## config.mk

```make
export PLATFORM = sky130hd
export DESIGN_NAME = kprq_out_fifo_flat
export DESIGN_NICKNAME = d
export VERILOG_FILES = /design/src/design/kprq_pkg.sv /design/src/design/kprq_ifs.sv /design/src/design/kprq_out_fifo.sv /design/src/flat_wrapper.sv
export SDC_FILE = /design/constraint.sdc
export NUM_CORES = 1
export LEC_CHECK = 0
export ABC_AREA = 1
export BUFFER_PORTS_ARGS = -buffer_cell sky130_fd_sc_hd__buf_2
export CAP_MARGIN = 20
export CORE_MARGIN = 5
export CORE_UTILIZATION = 25
export DETAILED_ROUTE_END_ITERATION = 10
export MAX_ROUTING_LAYER = met4
export PLACE_DENSITY = 0.51
export SYNTH_ARGS = -nofsm -noshare
export SYNTH_HDL_FRONTEND = slang
export SYNTH_SLANG_ARGS = --single-unit
```

## constraint.sdc

```tcl
create_clock -name clk -period 2.54 [get_ports clk]
set_clock_uncertainty 0.05 [all_clocks]
set_input_delay 0.254 -clock clk [delete_from_list [all_inputs] [get_ports clk]]
set_output_delay 0.254 -clock clk [all_outputs]
set_load 0.02 [all_outputs]
```

## src/design/kprq_pkg.sv

```systemverilog
`timescale 1ns / 1ps
// ----------------------------------------------------------------------------
// kprq_pkg
// shared types and constants of the per-key repeat qualifier
// ----------------------------------------------------------------------------
package kprq_pkg;

  localparam int NUM_KEYS_DEF  = 256;
  localparam int TIME_BITS_DEF = 32;

  localparam int KEY_W     = 8;
  localparam int NOW_W     = 32;
  localparam int CFG_IDX_W = 2;
  localparam int CFG_W     = 16;

  localparam logic [CFG_IDX_W-1:0] REG_TRIGGER_MODE    = 2'd0;
  localparam logic [CFG_IDX_W-1:0] REG_HOLD_TIME       = 2'd1;
  localparam logic [CFG_IDX_W-1:0] REG_REPEAT_INTERVAL = 2'd2;

  localparam logic [2:0] MODE_PRESS        = 3'd0;
  localparam logic [2:0] MODE_RELEASE      = 3'd1;
  localparam logic [2:0] MODE_HOLD         = 3'd2;
  localparam logic [2:0] MODE_REPEAT       = 3'd3;
  localparam logic [2:0] MODE_DELAY_REPEAT = 3'd4;

  localparam logic [2:0]  MODE_RESET     = MODE_PRESS;
  localparam logic [15:0] HOLD_RESET     = 16'd500;
  localparam logic [15:0] INTERVAL_RESET = 16'd100;

  localparam int OUT_FIFO_DEPTH = 4;
  localparam int OUT_FIFO_PTR_W = 2;
  localparam int OUT_FIFO_CNT_W = 3;

  typedef struct packed {
    logic [2:0]  mode;
    logic [15:0] hold;
    logic [15:0] interval;
  } cfg_t;

endpackage

```

## src/design/kprq_ifs.sv

```systemverilog


interface kprq_out_if;
  logic valid;
  logic ready;
  logic fire;

  modport source (output valid, output fire, input ready);
  modport sink (input valid, input fire, output ready);
endinterface

```

## src/design/kprq_out_fifo.sv

```systemverilog
`timescale 1ns / 1ps
// ----------------------------------------------------------------------------
// kprq_out_fifo
// small result queue that decouples the update stage from the output side
// ----------------------------------------------------------------------------
module kprq_out_fifo (
  input  logic                            clk,
  input  logic                            rst,
  input  logic                            push,
  input  logic                            push_fire,
  kprq_out_if.source                      out_ch,
  output logic [kprq_pkg::OUT_FIFO_CNT_W-1:0] level
);
  import kprq_pkg::*;

  logic                      slots [OUT_FIFO_DEPTH];
  logic [OUT_FIFO_PTR_W-1:0] wr_ptr;
  logic [OUT_FIFO_PTR_W-1:0] rd_ptr;
  logic [OUT_FIFO_CNT_W-1:0] count;
  logic                      pop;

  assign pop          = out_ch.valid && out_ch.ready;
  assign out_ch.valid = count != '0;
  assign out_ch.fire  = slots[rd_ptr];
  assign level        = count;

  always_ff @(posedge clk) begin
    if (push) begin
      slots[wr_ptr] <= push_fire;
    end
  end

  always_ff @(posedge clk) begin
    if (rst) begin
      wr_ptr <= '0;
      rd_ptr <= '0;
      count  <= '0;
    end else begin
      if (push) begin
        wr_ptr <= wr_ptr + 1'b1;
      end
      if (pop) begin
        rd_ptr <= rd_ptr + 1'b1;
      end
      case ({push, pop})
        2'b10:   count <= count + 1'b1;
        2'b01:   count <= count - 1'b1;
        default: count <= count;
      endcase
    end
  end

endmodule

```

## src/flat_wrapper.sv

```systemverilog
// flat-port wrapper written by rule: the top's interface ports become plain ports
module kprq_out_fifo_flat import kprq_pkg::*;
  (clk, rst, push, push_fire, level, out_ch_valid, out_ch_fire, out_ch_ready);
  kprq_out_if out_ch_i ();
  input  logic clk;
  input  logic rst;
  input  logic push;
  input  logic push_fire;
  output logic [kprq_pkg::OUT_FIFO_CNT_W-1:0] level;
  output wire logic [$bits(out_ch_i.valid)-1:0] out_ch_valid;
  output wire logic [$bits(out_ch_i.fire)-1:0] out_ch_fire;
  input wire logic [$bits(out_ch_i.ready)-1:0] out_ch_ready;
  assign out_ch_valid = out_ch_i.valid;
  assign out_ch_fire = out_ch_i.fire;
  assign out_ch_i.ready = out_ch_ready;
  kprq_out_fifo u_core (.clk(clk), .rst(rst), .push(push), .push_fire(push_fire), .out_ch(out_ch_i), .level(level));
endmodule
```

Word level (Yosys, flattened, before mapping). Memories as Yosys holds them, arrays and structs flattened. A register that Yosys moved wholly into a read port is not among the register bits. Index checks and enable logic that the tools add are counted. W data, S select, Z words.

Register bits: 7. Word-level logic and storage cells: 18. Memories: 1. Input bits: 5. Bits in writable memories: 4.

Multiplexer cells: 5. Equal/unequal tests: 2. Reduce and logical (&&, ||, !) cells: 3. $add $sub $neg: 4.

Memories: u_core.slots (depth 4, bits a word 1, read ports 1, clocked after memory_dff 1, write ports 1, line kprq_out_fifo.sv:16) `logic slots [OUT_FIFO_DEPTH];`.

Operators with widths (number): $pmux W3 S2 (1); $add A2 B1 Y2 const B (2); $mux W2 (2); $add A3 B1 Y3 const B (1); $reduce_bool A3 Y1 (1); $sub A3 B1 Y3 const B (1); $eq A2 B1 Y1 const B (1); $eq A2 B2 Y1 const B (1); $mux W1 (2); $reduce_bool A2 Y1 (1); $logic_and A1 B1 Y1 (1).

Longest topological paths before layout. Gate-level depths: netlist (run 1).

Word-level depth: 4. Mapped depth: 12. Gate-level depth less buffers: 12.

Least setup slack after synthesis (run 1). No wires, ideal clock.

Path kind: register to register. Start point: register u_core.count[0], in the netlist u_core.level[0]. End point: register u_core.count[2], in the netlist u_core.level[2]. Path slack: 0.701 ns. Setup time: 0.110 ns. Cell stages (with the launch flop): 13. Buffers on the path: 0. Arrival time: 1.680 ns. Cells stage by stage: dfxtp_1 > inv_2 > nand3_4 > and2_2 > ha_1 > inv_1 > fa_1 > inv_1 > nand2_1 > nand3_1 > nand2_1 > inv_1 > nor2_1.

Longest elaborated chain between the ends: 4. Elaborated cells between the ends (all ways): 8.

RTL lines: start, declared (line kprq_out_fifo.sv:19) `logic [OUT_FIFO_CNT_W-1:0] count;`; start signal, assigned (line kprq_out_fifo.sv:46) `2'b10: count <= count + 1'b1;`; start signal, assigned (line kprq_out_fifo.sv:47) `2'b01: count <= count - 1'b1;`; start signal, assigned (line kprq_out_fifo.sv:48) `default: count <= count;`; $reduce_bool A3 Y1 * (line kprq_out_fifo.sv:23) `assign out_ch.valid = count != '0;`; net out_ch_valid (line flat_wrapper.sv:10) `output wire logic [$bits(out_ch_i.valid)-1:0] out_ch_valid;`; $logic_and A1 B1 Y1 * (line kprq_out_fifo.sv:22) `assign pop = out_ch.valid && out_ch.ready;`; net u_core.pop (line kprq_out_fifo.sv:20) `logic pop;`; $eq A2 B1 Y1 / $eq A2 B2 Y1 (equally long branches) (line kprq_out_fifo.sv:45) `case ({push, pop})`; $pmux W3 S2 / $reduce_bool A2 Y1 (equally long branches).

Mark *: on every way through the listed nets, which the timed path passes. The rest lies on a longest branch. A chain may end at the register's enable or synchronous reset.

Worst setup path in the final report (run 1).
Start point: register u_core.count[2], in the netlist u_core.level[2]. End point: register u_core.count[2], in the netlist u_core.level[2].

Longest elaborated chain between the ends: 4. Elaborated cells between the ends (all ways): 8.

RTL lines (line): $reduce_bool A3 Y1 * (kprq_out_fifo.sv:23); $logic_and A1 B1 Y1 * (kprq_out_fifo.sv:22); net u_core.pop (kprq_out_fifo.sv:20); $eq A2 B1 Y1 / $eq A2 B2 Y1 (equally long branches) (kprq_out_fifo.sv:45); $pmux W3 S2 / $reduce_bool A2 Y1 (equally long branches).

Marks and branches as above.

==> results of run 1 <==
Yosys cell counts:
cell type,instances,area share (%)
nor2_1,7,4.2
a21oi_1,6,4.8
and2_2,1,1.2
dfxtp_1,9,29
nand4_1,1,1.0
nand3_4,1,2.8
nand2_1,11,6.6
inv_1,14,8.4
nand2_2,1,1.0
o21ai_0,7,5.6
fa_1,1,3.2
edfxtp_1,4,19
ha_1,5,10
nand3_1,2,1.6
inv_2,3,1.8
worst max path at each step:
stage | startpoint | end | cells after the start
2_1_floorplan | u_core.level[0] | u_core.level[2] | 12
3_3_place_gp | u_core.level[2] | u_core.level[2] | 12
3_5_place_dp | u_core.level[2] | u_core.level[2] | 12
4_1_cts | u_core.level[2] | u_core.level[2] | 12
5_1_grt | u_core.level[0] | u_core.level[2] | 12
6_report | u_core.level[2] | u_core.level[2] | 12
power by group through the flow:
stage	sequential (uW)	clock [uW]	combinational, uW
global placement	273	0	215
detailed placement	272	0	218
finish	267	128	216
floorplan	289	0	145
CTS	268	134	220
global route	273	143	251
metrics by stage:
stage	setup slack [ns]	instance area (um^2)	total power [uW]
after global routing	0.617	737	667
final	0.802	737	611
after CTS	0.781	737	622
after global placement	0.822	709	488
after floorplan	0.701	627	433
after detailed placement	0.803	709	490
worst register-to-register path: cells and delay by family (launching register included):
family | cells | cell delay [ns]
buffers and inverters | 4 | 0.23
adders and majority gates | 2 | 0.53
and+or+nand+nor | 6 | 0.46
DFF | 1 | 0.37
layer usage:
layer	global-route usage, %	wire [um]	up-vias
li1	-	-	255
met1	8.13	438	196
met2	9.72	453	8
met3	1.30	33	4
met4	5.70	42	0
met5	-	0	-
cells by family after synthesis:
logic type / Yosys count / share of synthesized area, %
adder cells (fa/ha/maj): 6 / 13.2
AO/OA/AOI/OAI: 13 / 10.4
AND/OR/NAND/NOR: 24 / 18.4
flip-flops: 13 / 47.9
buffers and inverters: 17 / 10.2
layout make-up:
cell class,instances,share of cell area [%]
sequential,13,40.7
multi-input combinational,43,35.7
inverter,17,8.66
timing repair buffer,9,6.11
tap,30,5.09
clock buffer,3,3.06
clock inverter,1,0.679
==> impl_metrics.csv, run 1 <==
group,metric,value,unit
grt,grt_start_max_net_pins,9,
clock_tree,clkLatencyLatePin,0.27,ns
worst_setup_path,cp.arrival,1.87,ns
synth,syn_area_per_cell,8.59,um^2
run,maxCapViolCount,0,
clock_tree,cts_resized,0,
worst_setup_path,cp_top_family,"adder cells",
placement,place.gp.congestion,0.720,
clock_tree,htree_num_levels,1,
sta,maxSlewViolCount,0,
grt,grt_antenna_before_repair,0,
route,routed_via_density,3.99,
cells_and_area,utilization,30.3,%
cells_and_area,syn_to_final_growth,17.6,%
synth,synth_area,627,um^2
sta,worst_pin_slew,0.194,ns
worst_hold_path,min_path_type,"input port to flip-flop",
clock_tree,cts_buffer_depth,2,
grt,grt_util_all_layers,6.80,%
route,drcViolationCount,0,
sta,fin_crit_sh,68.4,%
sta,max_slew_margin,87.1,%
placement,port-buffer-count,9,
synth,synth_seq_cells,13,
power,powerDensity,829,nW/um^2
worst_setup_path,reg2reg_depth,12,
route,routed-via-count,463,
cells_and_area,layout_common_cells,"inv_1 (14), nand2_1 (11), dfxtp_1 (9), buf_2 (9)",
power,p_clk_share,21.0,%
power,p_int,380,uW
die,rows,18,
route,first_iter_violations,24,
synth,postSynthCellCount,73,
power,switching_share,37.8,%
grt,grt_pass1_vias,442,
worst_setup_path,crit_chain,"inv_2 -> nand3_4 -> and2_2 -> ha_1 -> inv_1 -> fa_1 -> inv_1 -> nand2_1 -> nand3_1 -> nand2_1 -> inv_1 -> nor2_1",
route,drt-pass1-iter-count,2,
synth,yosysSeqAreaShare,47.9,%
worst_setup_path,crit_type,"flip-flop to flip-flop",
route,wirelength,966,um
grt,grt_overflow,0,
die,ios,10,
cells_and_area,regArea,300,um^2
cells_and_area,multi_input_area,263,um^2
synth,ys_warn_count,0,
clock_tree,clock-sinks,13,
cells_and_area,mostFrequentLayoutCell,"inv_1",
clock_tree,clockRootBuffer,"clkbuf_4",
die,start_util,25.8,%
worst_hold_path,hold_start,"push_fire",
worst_setup_path,reg2reg_slack,0.80,ns
sta,holdWs,0.141,ns
power,peakVddDrop,0.330,mV
worst_setup_path,crit_top_cell,"inv_1",
die,core-area,2430,um^2
worst_setup_path,r2r_start,"u_core.level[2]",
power,p_comb_share,35.3,%
synth,synthesis.nets,84,
cells_and_area,diodes,0,
power,pwr-share-seq,43.7,%
sta,hold_viol_final,0,
route,ant_nets,0,
cells_and_area,final_nets,98,
clock_tree,path_clk_slew,0.08,ns
worst_setup_path,path_buf_inv,4,
placement,dp_hpwl,766,um
worst_setup_path,slowest_delay,0.38,ns
sta,rsz0062_at_grt,"no",
worst_setup_path,timing.critical_path.to_type,"flip-flop",
cells_and_area,layoutNonFillerInstCount,116,
sta,setup-tns-final,0,ns
worst_setup_path,rr_endpoint,"u_core.level[2]",
power,p_leak,0.000373,uW
worst_hold_path,whs_endpoint,"u_core.slots[3]",
placement,dp.cells,112,
clock_tree,cts-buffers-inserted,3,
worst_setup_path,crit_fanout,6,
route,wl_per_cell,8.33,um
worst_hold_path,whs_path_depth,1,
worst_setup_path,worst_path_max_delay_cell,"fa_1",
sta,setup_viol,0,
grt,grt_pass1_wl,1730,um
worst_setup_path,worstSetupStartpointType,"flip-flop",
synth,ys_types,15,
cells_and_area,n_fill_cell,266,
outcome,status,"completed",
cells_and_area,drive_gt1_share,22.1,%
clock_tree,cts_tree,"built",
die,die-width,60.1,um
die,fp.dieH,60.1,um
sta,finalCriticalPeriod,1.74,ns
clock_tree,post_cts_buffers,0,
worst_setup_path,required,2.67,ns
die,die_area,3610,um^2
power,p_switching,231,uW
sta,fmax,0.575,GHz
clock_tree,postCtsHoldBufs,0,
No activity file was read; power rests on OpenSTA's default activity.
==> inputs of run 2 (changes only) <==
--- a/config.mk
+++ b/config.mk
@@ -12,7 +12,7 @@
 export CORE_UTILIZATION = 25
 export DETAILED_ROUTE_END_ITERATION = 10
 export MAX_ROUTING_LAYER = met4
-export PLACE_DENSITY = 0.51
+export PLACE_DENSITY = 0.52
 export SYNTH_ARGS = -nofsm -noshare
 export SYNTH_HDL_FRONTEND = slang
 export SYNTH_SLANG_ARGS = --single-unit
==> constraint.sdc (replaced) <==
create_clock -name clk -period 1.5 [get_ports clk]
set_clock_uncertainty 0.05 [all_clocks]
set_input_delay 0.15 -clock clk [delete_from_list [all_inputs] [get_ports clk]]
set_output_delay 0.15 -clock clk [all_outputs]
set_load 0.02 [all_outputs]
==> impl_metrics.csv, run 2 (synthesized netlist as in run 1, its figures left out) <==
group,metric,value,unit
power,powerDensity,1440,nW/um^2
power,p_leak,0.000416,uW
grt,grt_start_max_net_pins,9,
grt,grt_antenna_before_repair,0,
worst_setup_path,timing.critical_path.to_type,"flip-flop",
placement,place.gp.congestion,0.690,
cells_and_area,diodes,0,
sta,fin_crit_sh,104,%
worst_setup_path,crit_fanout,2,
worst_setup_path,worstSetupStartpointType,"flip-flop",
worst_setup_path,required,1.63,ns
power,switching_share,36.6,%
cells_and_area,utilization,34.8,%
route,wirelength,1050,um
route,ant_nets,0,
clock_tree,cts-buffers-inserted,3,
die,ios,10,
grt,grt_pass1_wl,1740,um
clock_tree,clkLatencyLatePin,0.28,ns
die,start_util,25.8,%
route,first_iter_violations,27,
sta,hold_viol_final,0,
clock_tree,clockRootBuffer,"clkbuf_4",
power,p_clk_share,17.7,%
sta,fin_ws,-0.0560,ns
worst_hold_path,min_path_type,"input port to flip-flop",
power,p_int,772,uW
worst_setup_path,cp.arrival,1.69,ns
worst_setup_path,r2r_start,"u_core.level[2]",
sta,finalCriticalPeriod,1.56,ns
clock_tree,clock-sinks,13,
power,peakVddDrop,0.765,mV
worst_setup_path,crit_type,"flip-flop to flip-flop",
sta,maxSlewViolCount,0,
clock_tree,cts_buffer_depth,2,
cells_and_area,layout_common_cells,"inv_1 (12), nand2_1 (9), buf_2 (9)",
cells_and_area,syn_to_final_growth,34.9,%
clock_tree,postCtsHoldBufs,0,
worst_setup_path,rr_endpoint,"u_core.level[2]",
cells_and_area,mostFrequentLayoutCell,"inv_1",
grt,grt_overflow,0,
cells_and_area,n_fill_cell,259,
cells_and_area,final_nets,106,
cells_and_area,stdcell_area,846,um^2
clock_tree,cts_tree,"built",
grt,grt_util_all_layers,7.21,%
placement,placed_cell_area,795,um^2
run,maxCapViolCount,0,
route,routed-via-count,493,
placement,port-buffer-count,9,
outcome,violations,"setup timing",
grt,grt_pass1_vias,454,
placement,pre_cts_ws,-0.0866,ns
power,pwr-share-seq,38.8,%
cells_and_area,drive_gt1_share,40.4,%
route,drcViolationCount,0,
die,core-area,2430,um^2
worst_setup_path,reg2reg_depth,12,
route,routed_via_density,3.98,
clock_tree,path_clk_slew,0.08,ns
power,p_switching,445,uW
worst_hold_path,hold_start,"push_fire",
sta,setup-tns-final,-0.0689,ns
sta,worst_pin_slew,0.203,ns
worst_hold_path,whs_path_depth,1,
die,die_area,3610,um^2
sta,holdWs,0.0321,ns
die,die-width,60.1,um
route,wl_per_cell,8.45,um
sta,max_slew_margin,86.3,%
die,fp.dieH,60.1,um
power,p_comb_share,43.5,%
sta,rsz0062_at_grt,"yes",
worst_hold_path,whs_endpoint,"u_core.slots[1]",
clock_tree,htree_num_levels,1,
outcome,status,"finished, violations left",
placement,dp_hpwl,837,um
worst_setup_path,reg2reg_slack,-0.06,ns
sta,fmax,0.643,GHz
route,drt-pass1-iter-count,4,
die,rows,18,
sta,setup_viol,2,
## run 2: metal layers
metal / up-vias / GRT usage (%) / part of all wire [%]
met2: 8 / 10.6 / 46
li1: 273 / - / -
met3: 5 / 1.94 / 2.1
met5: - / - / 0
met1: 207 / 7.34 / 46
met4: 0 / 7.59 / 5.6
## run 2: cell type report
type                            instances  area [um^2]  area share (%)
Clock buffer                            3         22.5            2.66
Clock inverter                          1         5.00           0.592
Inverter                               17         71.3            8.43
Multi-Input combinational cell         43          293            34.6
Sequential cell                        13          312            36.8
Tap cell                               30         37.5            4.44
Timing Repair Buffer                   17          105            12.4
## run 2: repair_timing
action                     4_1_cts  5_1_grt
setup endpoints to repair        2        2
hold endpoints to repair         0        0
gates resized for setup          6        0
buffers inserted                 1        0
pin swaps                        6        0
## run 2: power by group through the flow
stage | registers [uW] | clock network (uW) | logic [uW]
3_3_place_gp | 476 | 0 | 479
5_1_grt | 481 | 246 | 586
4_1_cts | 474 | 229 | 535
6_report | 472 | 216 | 529
2_1_floorplan | 509 | 0 | 268
3_5_place_dp | 479 | 0 | 482
## run 2: critical path: stages (launching register included)
cell,delay [ns]
dfxtp_4,0.36
inv_4,0.04
nand3_4,0.07
and2_4,0.15
ha_4,0.12
inv_2,0.04
fa_2,0.35
inv_2,0.06
nand2_2,0.05
nand3_2,0.05
nand2_1,0.05
inv_1,0.04
nor2_1,0.03
## run 2: per-stage QoR
stage / instances / power, uW
2_1_floorplan: 73 / 777
3_3_place_gp: 119 / 955
3_5_place_dp: 119 / 962
4_1_cts: 124 / 1240
5_1_grt: 124 / 1310
6_report: 124 / 1220
## run 2: worst max-delay path by stage
| stage | startpoint | endpoint | slack (ns) |
|---|---|---|---|
| detailed placement | u_core.level[2] | u_core.level[2] | -0.09 |
| global placement | u_core.level[2] | u_core.level[2] | -0.06 |
| floorplan | u_core.level[0] | u_core.level[2] | -0.16 |
| CTS | u_core.level[2] | u_core.level[2] | -0.07 |
| finish | u_core.level[2] | u_core.level[2] | -0.06 |
| global route | u_core.level[2] | u_core.level[2] | -0.15 |
