<file path="src/design/kprq_pkg.sv">
`timescale 1ns / 1ps
// ----------------------------------------------------------------------------
// kprq_pkg
// shared types and constants of the per-key repeat qualifier
// ----------------------------------------------------------------------------
package kprq_pkg;

  localparam int NUM_KEYS_DEF  = 256;
  localparam int TIME_BITS_DEF = 32;

  localparam int KEY_W     = 8;
  localparam int NOW_W     = 32;
  localparam int CFG_IDX_W = 2;
  localparam int CFG_W     = 16;

  localparam logic [CFG_IDX_W-1:0] REG_TRIGGER_MODE    = 2'd0;
  localparam logic [CFG_IDX_W-1:0] REG_HOLD_TIME       = 2'd1;
  localparam logic [CFG_IDX_W-1:0] REG_REPEAT_INTERVAL = 2'd2;

  localparam logic [2:0] MODE_PRESS        = 3'd0;
  localparam logic [2:0] MODE_RELEASE      = 3'd1;
  localparam logic [2:0] MODE_HOLD         = 3'd2;
  localparam logic [2:0] MODE_REPEAT       = 3'd3;
  localparam logic [2:0] MODE_DELAY_REPEAT = 3'd4;

  localparam logic [2:0]  MODE_RESET     = MODE_PRESS;
  localparam logic [15:0] HOLD_RESET     = 16'd500;
  localparam logic [15:0] INTERVAL_RESET = 16'd100;

  localparam int OUT_FIFO_DEPTH = 4;
  localparam int OUT_FIFO_PTR_W = 2;
  localparam int OUT_FIFO_CNT_W = 3;

  typedef struct packed {
    logic [2:0]  mode;
    logic [15:0] hold;
    logic [15:0] interval;
  } cfg_t;

endpackage

</file>
<file path="src/design/kprq_rule.sv">
`timescale 1ns / 1ps
// ----------------------------------------------------------------------------
// kprq_rule
// trigger rule: per-key entry update and fire decision for one sample
// ----------------------------------------------------------------------------
module kprq_rule #(
  parameter int TIME_BITS = 32
) (
  input  kprq_pkg::cfg_t         cfg,
  input  logic                   key_ok,
  input  logic                   down,
  input  logic [TIME_BITS-1:0]   now,
  input  logic [TIME_BITS+1:0]   cur,
  output logic                   fire,
  output logic                   we,
  output logic [TIME_BITS+1:0]   upd
);
  import kprq_pkg::*;

  // entry layout: level, phase, mark
  logic                 cur_level;
  logic                 cur_phase;
  logic [TIME_BITS-1:0] cur_mark;
  logic                 first;
  logic                 phase_eff;
  logic [TIME_BITS-1:0] mark_eff;
  logic [TIME_BITS-1:0] elapsed;
  logic                 hold_hit;
  logic                 rep_hit;
  logic                 mode_known;
  logic                 level_n;
  logic                 phase_n;
  logic [TIME_BITS-1:0] mark_n;

  assign cur_level = cur[TIME_BITS+1];
  assign cur_phase = cur[TIME_BITS];
  assign cur_mark  = cur[TIME_BITS-1:0];

  assign first      = !cur_level;
  assign phase_eff  = first ? 1'b0 : cur_phase;
  assign mark_eff   = first ? now : cur_mark;
  assign elapsed    = now - mark_eff;
  assign hold_hit   = elapsed >= TIME_BITS'(cfg.hold);
  assign rep_hit    = elapsed >= TIME_BITS'(cfg.interval);
  assign mode_known = cfg.mode inside {[MODE_PRESS:MODE_DELAY_REPEAT]};

  always_comb begin
    fire    = 1'b0;
    we      = 1'b0;
    level_n = 1'b0;
    phase_n = 1'b0;
    mark_n  = '0;
    if (key_ok && mode_known) begin
      we = 1'b1;
      if (!down) begin
        // release always clears the key
        fire = (cfg.mode == MODE_RELEASE) && cur_level;
      end else begin
        level_n = 1'b1;
        phase_n = phase_eff;
        mark_n  = mark_eff;
        case (cfg.mode)
          MODE_PRESS: begin
            fire = first;
          end
          MODE_RELEASE: begin
            fire = 1'b0;
          end
          MODE_HOLD: begin
            if (!phase_eff && hold_hit) begin
              phase_n = 1'b1;
              fire    = 1'b1;
            end
          end
          MODE_REPEAT: begin
            if (first) begin
              fire = 1'b1;
            end else if (rep_hit) begin
              mark_n = now;
              fire   = 1'b1;
            end
          end
          MODE_DELAY_REPEAT: begin
            if (first) begin
              fire = 1'b1;
            end else if (!phase_eff) begin
              if (hold_hit) begin
                phase_n = 1'b1;
                mark_n  = now;
                fire    = 1'b1;
              end
            end else if (rep_hit) begin
              mark_n = now;
              fire   = 1'b1;
            end
          end
          default: begin
            fire = 1'b0;
          end
        endcase
      end
    end
  end

  assign upd = {level_n, phase_n, mark_n};

endmodule

</file>
<file path="config.mk">
export PLATFORM = sky130hd
export DESIGN_NAME = kprq_rule
export DESIGN_NICKNAME = d
export VERILOG_FILES = /design/src/design/kprq_pkg.sv /design/src/design/kprq_rule.sv
export SDC_FILE = /design/constraint.sdc
export NUM_CORES = 1
export LEC_CHECK = 0
export BUFFER_PORTS_ARGS = -buffer_cell sky130_fd_sc_hd__buf_2
export CAP_MARGIN = 30
export CORE_MARGIN = 3
export CORE_UTILIZATION = 56
export DETAILED_ROUTE_END_ITERATION = 8
export PLACE_DENSITY = 0.82
export SYNTH_ARGS = -nofsm -noshare
export SYNTH_HDL_FRONTEND = slang
export SYNTH_SLANG_ARGS = --single-unit
</file>
<file path="constraint.sdc">
create_clock -name vclk -period 12.42
set_input_delay 1.242 -clock vclk [all_inputs]
set_output_delay 1.242 -clock vclk [all_outputs]
set_load 0.01 [all_outputs]
</file>
-- Word-level counts from Yosys, hierarchy flattened
Cells that the tools add are included.
- shift operators: 0
- reduce and logical (&&, ||, !) cells: 7
- $lt $le $gt $ge: 4
- equality and inequality tests: 4
- multiplexer cells: 28
- $add $sub $neg: 1
- $mul: 0
- bitwise gates (word level): 0
- div/mod/pow operators: 0
- operator list (cell ; number):
    2-to-1 mux 32 bit ; 8
    greater-or-equal comparator 32 x 16 -> 1 bit ; 2
    one-hot mux 32 bit (2 select lines) ; 1
    subtractor 32 bit ; 1
    2-to-1 mux 1 bit ; 17
    equality test 3 x 2 -> 1 bit (second input constant) ; 2
    logical AND 1 bit ; 4
    one-hot mux 1 bit (4 select lines) ; 1
    equality test 3 x 1 -> 1 bit (second input constant) ; 1
    equality test 3 bit (second input constant) ; 1
    greater-or-equal comparator 3 x 1 -> 1 bit (second input constant) ; 1
    less-or-equal comparator 3 bit (second input constant) ; 1
    zero test 3 bit ; 1
    zero test 1 bit ; 2
    one-hot mux 1 bit (2 select lines) ; 1
- output and inout port bits: 36
- ROM bits: 0
- bits in latches: 0
- flip-flop bits (word level): 0
- memories kept: 0
- word-level logic and storage cells: 44
- bits in writable memories: 0

-- Logic depth before layout (Yosys ltp)
Gate-level depths: netlist (run 1).
- word-level depth: 9
- mapped depth: 25
- gate-level depth less buffers: 20

-- Worst setup path after synthesis (run 1)
OpenSTA, ideal clock, no wires.
- path kind: input-to-output
- start: in cur[33]
- end: out upd[29]
- arrival: 6220 ps
- cell stages on the path: 21
- required time: 11178 ps
- slack: 4958 ps
- path through: clkbuf_1 -> clkbuf_1 -> clkbuf_1 -> mux2i_1 -> ha_1 -> clkbuf_1 -> nand4_1 -> a211oi_1 -> nor2_1 -> xnor2_1 -> ha_1 -> a2111oi_0 -> o21ai_0 -> nor2_1 -> nand2_1 -> a211o_1 -> a21boi_1 -> nand3_2 -> buf_4 -> mux2_1 -> a211oi_2
- word-level cells in the longest chain between the ends: 9
- RTL lines (what ; RTL line ; source):
    start: declaration ; kprq_rule.sv:13 ; input logic [TIME_BITS+1:0] cur,
    2-to-1 mux 32 bit ; kprq_rule.sv:41 ; assign mark_eff = first ? now : cur_mark;
    subtractor 32 bit ; kprq_rule.sv:42 ; assign elapsed = now - mark_eff;
    greater-or-equal comparator 32 x 16 -> 1 bit (on tied branches) ; kprq_rule.sv:43, kprq_rule.sv:44 ;
    2-to-1 mux 32 bit (on tied branches) ; kprq_rule.sv:87, kprq_rule.sv:78, kprq_rule.sv:92 ;
    2-to-1 mux 32 bit ; kprq_rule.sv:86 ; end else if (!phase_eff) begin
    2-to-1 mux 32 bit ; kprq_rule.sv:84 ; if (first) begin
    one-hot mux 32 bit (2 select lines) (*) ; kprq_rule.sv:62 ; case (cfg.mode)
    2-to-1 mux 32 bit (*) ; kprq_rule.sv:55 ; if (!down) begin
    2-to-1 mux 32 bit (*) ; kprq_rule.sv:53 ; if (key_ok && mode_known) begin
    end: declaration ; kprq_rule.sv:16 ; output logic [TIME_BITS+1:0] upd
Mark *: on every way between the ends. The rest lies on a longest branch, timed or not.

-- Worst setup path in the final report (run 1)
- start: in cur[33]
- end: out upd[17]
Same word-level chain as after synthesis.

==> results of run 1 <==
## worst max-delay path, delay by kind of cell
family	cells	cell delay, ns
multiplexers	1	0.36
XOR/XNOR	1	0.23
AND/OR/NAND/NOR	5	0.63
buffers and inverters	4	1.57
AO/OA/AOI/OAI	8	2.47
adder cells (fa/ha/maj)	3	0.94
## report_power, final
group / internal, mW / switching [mW]
Sequential: 0 / 0
Combinational: 0.123 / 0.198
Clock: 0 / 0
## synth_stat cells (all sizes together), types with 13 or more instances
library cell | number | share of area
nand2 | 107 | 0.069
inv | 48 | 0.031
mux2i | 50 | 0.086
a21oi | 59 | 0.051
ha | 65 | 0.14
clkbuf | 52 | 0.033
o21ai | 62 | 0.053
nand3b | 21 | 0.027
mux2 | 17 | 0.039
o221ai | 18 | 0.027
a211oi | 21 | 0.038
buf | 19 | 0.017
a21o | 16 | 0.021
o211ai | 35 | 0.045
or3 | 20 | 0.022
nor2 | 47 | 0.030
or2 | 17 | 0.018
a311oi | 14 | 0.021
xnor2 | 13 | 0.020
nand4 | 42 | 0.045
## how the worst max path moves through the flow
stage                       start      end  cells after the start
after detailed placement  cur[33]  upd[17]                     22
after floorplan           cur[33]  upd[29]                     21
after global routing      cur[33]   upd[0]                     22
after global placement    cur[33]  upd[29]                     22
after CTS                 cur[33]   upd[5]                     22
final                     cur[33]  upd[17]                     22
## metal layers
layer / vias up / wire (um) / GRT usage
met1: 3266 / 8030 / 0.417
met2: 345 / 9310 / 0.560
met5: - / 0 / 0
li1: 3428 / - / -
met4: 0 / 528 / 0.0794
met3: 43 / 1460 / 0.0221
## cells by family (layout without fill, tap and decap cells)
family | Yosys count | after routing | synth area share
AND/OR/NAND/NOR | 315 | 315 | 0.281
AO/OA/AOI/OAI | 279 | 279 | 0.338
adder cells (fa/ha/maj) | 66 | 66 | 0.143
buffers and inverters | 119 | 198 | 0.0812
multiplexers | 67 | 67 | 0.125
XOR/XNOR | 21 | 21 | 0.0316
## cell type report
class                           count  area [um2]
Tap cell                          133         166
Timing Repair Buffer              150         790
Multi-Input combinational cell    748        5370
Inverter                           48         180
Fill cell                         960        3450
## through the flow
step / hold WS, ns / cells / setup slack [ns]
3_5_place_dp: 2.79 / 1079 / 3.83
4_1_cts: 2.79 / 1079 / 3.79
6_report: 2.79 / 1079 / 3.69
5_1_grt: 2.80 / 1079 / 3.10
3_3_place_gp: 2.79 / 1077 / 3.99
2_1_floorplan: 2.57 / 867 / 4.96
==> summary.md, run 1 <==
| Metric | Value |
|---|---|
| Critical-path top delay cell | `buf_4` |
| Die H | `roughly 110 um` |
| Worst-path cell chain | `buf_2 -> buf_4 -> o21ai_0 -> ha_1 -> fa_1 -> nor2b_1 -> o2111ai_2 -> a211oi_1 -> nor2_1 -> xnor2_1 -> ha_1 -> a2111oi_0 -> o21ai_0 -> nor2_1 -> nand2_1 -> a211o_1 -> a21boi_1 -> nand3_2 -> buf_4 -> mux2_4 -> a211oi_2 -> buf_2` |
| Vias post-DR | `slightly above 7000` |
| Most frequent cells in the layout | `139 x buf_2, 107 x nand2_1, 65 x ha_1` |
| Die width | `roughly 110 um` |
| Synth cell types | `71` |
| Setup TNS | `0 ns` |
| Largest net degree at the start of global routing | `67` |
| Initial Util | `0.585` |
| First-pass GRT wire length | `31200 um` |
| Final worst-path cycle share | `0.703` |
| Tot GR Track Use | `0.317` |
| Max Cap Viol | `0` |
| CP Launch Type | `input pin` |
| # nets final | `1117` |
| CP required | `11.18 ns` |
| Setup-failing EPs final | `0` |
| Hold EP | `fire` |
| Final Cell Area | `between 6000 and 7000 um2` |
| Period minus WS final | `8.73 ns` |
| RSZ-0062 raised after global routing | `no` |
| Min-delay src | `down` |
| Synth Cell Area | `5830 um2` |
| Sequential-to-total area share from yosys stat | `0` |
| Residual DRC | `0` |
| N_diodes | `0` |
| P per Cell Area | `49.4 nW/um2` |
| Fin util | `0.653` |
| Post-CTS setup buffers | `0` |
| Peak supply drop | `0.0238 mV` |
| Most common cell after layout, fill and taps aside | `buf_2` |
| Least-Margin Pin Slew | `0.865 ns` |
| WL final | `19300 um` |
| Crit path max fanout | `66` |
| Register Area | `0 um2` |
| Fmax | `115 MHz` |
| Core Footprint | `~10000 um2` |
| Port Buffers | `139` |
| Final Max Tran Viols | `0` |
| # clk buffers | `0` |
| Via-to-Cell Ratio | `6.56` |
| Worst Path Arrival | `roughly 7.5 ns` |
| CTS Hold Buffers Added | `0` |
| Crit Path Category | `input pin to output port` |
| HP Class | `input pin to output port` |
| Synth warn | `0` |
| Avg Cell Area, Syn | `~6.7 um2` |
| Final hold viol count | `0` |
| Rows | `36` |
| Area after DPL | `approximately 6500 um2` |
| Antenna Nets Post-Route | `0` |
| RD Place Congestion | `0.997` |
| CTS resizes | `0` |
| Hold path depth | `3` |
| Initial antenna violation count | `0` |
| Crit. End Element | `output port` |
| Tot Pwr | `0.321 mW` |
| Routed length per placed instance | `17.9 um` |
| Status | `finished clean` |
| Post-Syn Instances | `slightly below 900` |
| Overflow after GRT | `0` |
| Leakage power | `a little under 3 nW` |
| Critical Path Max Stage Delay | `0.70 ns` |
| Detailed Route Iter0 Violations | `617` |
| Dpl hpwl | `14900 um` |
| Seq_cells | `0` |
| Number of global-route vias before repair | `6539` |
| DRT Pass-1 Iters | `5` |
| Die area | `11700 um2` |
| Slew headroom | `0.421` |
| Total I/O pin count | `139` |
| Syn_nets | `1036` |
| Syn-to-layout area delta | `11.6%` |
| Layout cell share with drive strength beyond 1 | `0.219` |
Power figures use the tool's default switching activity.
==> run 2: changes to the inputs <==
clock period = 8.9 ns   (was 12.42 ns; I/O delays follow)
==> run 2 against run 1 <==
Compared with the run above:
- via count rose by 1.0%
- critical path depth fell by 2
- wire length about the same
- final cell count grew 0.28%
- critical endpoint is now upd[0]
- die area is the same
- flip-flop and latch count unchanged
- largest cell class unchanged
- combinational power grew 40%
- first-iteration DRC count decreased by 0.32%
- global-route usage is 0.24 points lower
==> summary.md, run 2 (synthesized netlist as in run 1, its figures left out) <==
| Metric | Value |
|---|---|
| Critical-path top delay cell | `nand3_2 (was buf_4)` |
| RD Place Congestion | `1.06 (was 0.997)` |
| Hold EP | `fire (unchanged)` |
| Clock power frac | `0 (about the same)` |
| Die H | `108 um (unchanged)` |
| Worst-path cell chain | `buf_2 -> o21ai_0 -> ha_1 -> fa_1 -> nor2b_1 -> o2111ai_2 -> a211oi_1 -> nor2_1 -> xnor2_1 -> ha_1 -> a2111oi_0 -> o21ai_0 -> nor2_1 -> nand2_1 -> a211o_1 -> a21boi_1 -> nand3_2 -> mux2_2 -> a211oi_1 -> buf_2 (was buf_2 -> buf_4 -> o21ai_0 -> ha_1 -> fa_1 -> nor2b_1 -> o2111ai_2 -> a211oi_1 -> nor2_1 -> xnor2_1 -> ha_1 -> a2111oi_0 -> o21ai_0 -> nor2_1 -> nand2_1 -> a211o_1 -> a21boi_1 -> nand3_2 -> buf_4 -> mux2_4 -> a211oi_2 -> buf_2)` |
| Initial Util | `0.585 (unchanged)` |
| Critical Path Max Stage Delay | `0.72 ns (was 0.70 ns)` |
| Total I/O pin count | `139 (unchanged)` |
| Residual DRC | `0 (unchanged)` |
| Fillers | `931 (was 960)` |
| Routed length per placed instance | `17.9 um (about the same)` |
| CTS resizes | `0 (unchanged)` |
| N_diodes | `0 (unchanged)` |
| Status | `finished clean (unchanged)` |
| Min-delay src | `down (unchanged)` |
| Final hold viol count | `0 (unchanged)` |
| Detailed Route Iter0 Violations | `615 (was 617)` |
| First-pass GRT wire length | `30900 um (was 31200 um)` |
| Final worst-path cycle share | `0.907` |
| Final Cell Area | `6530 um2 (was 6500 um2)` |
| Largest net degree at the start of global routing | `51 (was 67)` |
| WL final | `19300 um (about the same)` |
| Setup TNS | `0 ns (unchanged)` |
| Worst Path Arrival | `7.18 ns (was 7.48 ns)` |
| Sw power | `0.278 mW (was 0.198 mW)` |
| Met2 wire length | `9240 um (was 9310 um)` |
| Seq pwr share | `0 (about the same)` |
| Die width | `108 um (unchanged)` |
| Dpl hpwl | `15000 um (was 14900 um)` |
| Final Max Tran Viols | `0 (unchanged)` |
| Setup crit start | `cur[33] (unchanged)` |
| Most frequent cells in the layout | `139 x buf_2, 107 x nand2_1, 65 x ha_1 (unchanged)` |
| Slew headroom | `0.427 (was 0.421)` |
| CP Launch Type | `input pin (unchanged)` |
| RSZ-0062 raised after global routing | `no (unchanged)` |
| DRT Pass-1 Iters | `5 (unchanged)` |
| Peak supply drop | `0.0327 mV (was 0.0238 mV)` |
| Period minus WS final | `approximately 8.1 ns` |
| Least-Margin Pin Slew | `0.858 ns (was 0.865 ns)` |
| Port Buffers | `139 (unchanged)` |
| Detail Route met3 WL | `1700 um (was 1460 um)` |
| Crit path max fanout | `28 (was 66)` |
| Fin util | `0.655 (was 0.653)` |
| DR top layer | `met4 (unchanged)` |
| Initial antenna violation count | `0 (unchanged)` |
| Area after DPL | `6530 um2 (was 6500 um2)` |
| Rows | `36 (unchanged)` |
| # nets final | `1120 (was 1117)` |
| Die area | `11700 um2 (unchanged)` |
| Sw Ratio | `0.617 (was 0.616)` |
| Setup-failing EPs final | `0 (unchanged)` |
| Crit. End Element | `output port (unchanged)` |
| Tot GR Track Use | `0.314 (was 0.317)` |
| Vias post-DR | `7155 (was 7082)` |
| HP Class | `input pin to output port (unchanged)` |
| Comb pwr share | `1.000 (about the same)` |
| Antenna Nets Post-Route | `0 (unchanged)` |
| Hold path depth | `3 (unchanged)` |
| Int Power | `0.173 mW (was 0.123 mW)` |
| Fmax | `about 120 MHz` |
| Max Cap Viol | `0 (unchanged)` |
| CTS Hold Buffers Added | `0 (unchanged)` |
| Most common cell after layout, fill and taps aside | `buf_2 (unchanged)` |
| Seq_cells | `0 (unchanged)` |
| # clk buffers | `0 (unchanged)` |
| Number of global-route vias before repair | `6633 (was 6539)` |
| Crit Path Category | `input pin to output port (unchanged)` |
| Met1 WL | `7730 um (was 8030 um)` |
| Core Footprint | `9950 um2 (unchanged)` |
| Layout cell share with drive strength beyond 1 | `0.221 (was 0.219)` |
| P per Cell Area | `69.1 nW/um2 (was 49.4 nW/um2)` |
| Leakage power | `2.91 nW (was 2.90 nW)` |
| Syn-to-layout area delta | `12.0% (was 11.6%)` |
| Via-to-Cell Ratio | `6.61 (was 6.56)` |
| Final std cells w/o fill | `1082 (was 1079)` |
| Post-CTS setup buffers | `0 (unchanged)` |
| CP required | `8.01 ns (was 11.18 ns)` |
| Overflow after GRT | `0 (unchanged)` |
| Register Area | `0 um2 (unchanged)` |
| Placed Instances | `1082 (was 1079)` |
[run 2: changes by cell type in the layout (fill, tap and decap cells not counted)]
cell,before,now
buf_4,9,12
[run 2: area by class of cell]
cell class,count,area [um2],area share
multi-input combinational,748,5370,0.822
inverter,48,180,0.0276
tap,133,166,0.0255
timing repair buffer,153,812,0.124
[run 2: how the worst max path moves through the flow]
stage	to	cells past startpoint
final	upd[0]	20
after global routing	upd[8]	20
after CTS	upd[11]	20
after detailed placement	upd[11]	20
after global placement	upd[29]	20
after floorplan	upd[29]	21
[run 2: power groups by stage]
stage | combinational [mW] | sequential, mW | clock [mW]
after floorplan | 0.309 | 0 | 0
after global placement | 0.432 | 0 | 0
after detailed placement | 0.439 | 0 | 0
after CTS | 0.441 | 0 | 0
after global routing | 0.497 | 0 | 0
final | 0.451 | 0 | 0
[run 2: routing by layer]
| layer | global-route usage | vias to the layer above |
|---|---|---|
| met5 | 0 | - |
| met4 | 0.115 | 0 |
| met3 | 0.0239 | 58 |
| met2 | 0.553 | 393 |
| met1 | 0.401 | 3274 |
| li1 | - | 3430 |
[run 2: stage by stage]
step           power, mW  setup slack [ns]  hold WS [ns]
6_report           0.451             0.827          2.10
5_1_grt            0.497             0.262          2.12
4_1_cts            0.441             0.984          2.10
3_5_place_dp       0.439             0.992          2.09
3_3_place_gp       0.432              1.20          2.09
2_1_floorplan      0.309              2.14          1.87
[run 2: critical path: cells and delay by family]
| kind | cells | cell delay [ns] |
|---|---|---|
| fa+ha+maj | 3 | 0.96 |
| buf+inv | 2 | 0.74 |
| simple gates | 5 | 1.23 |
| xor+xnor | 1 | 0.27 |
| compound gates | 8 | 2.51 |
| mux | 1 | 0.54 |
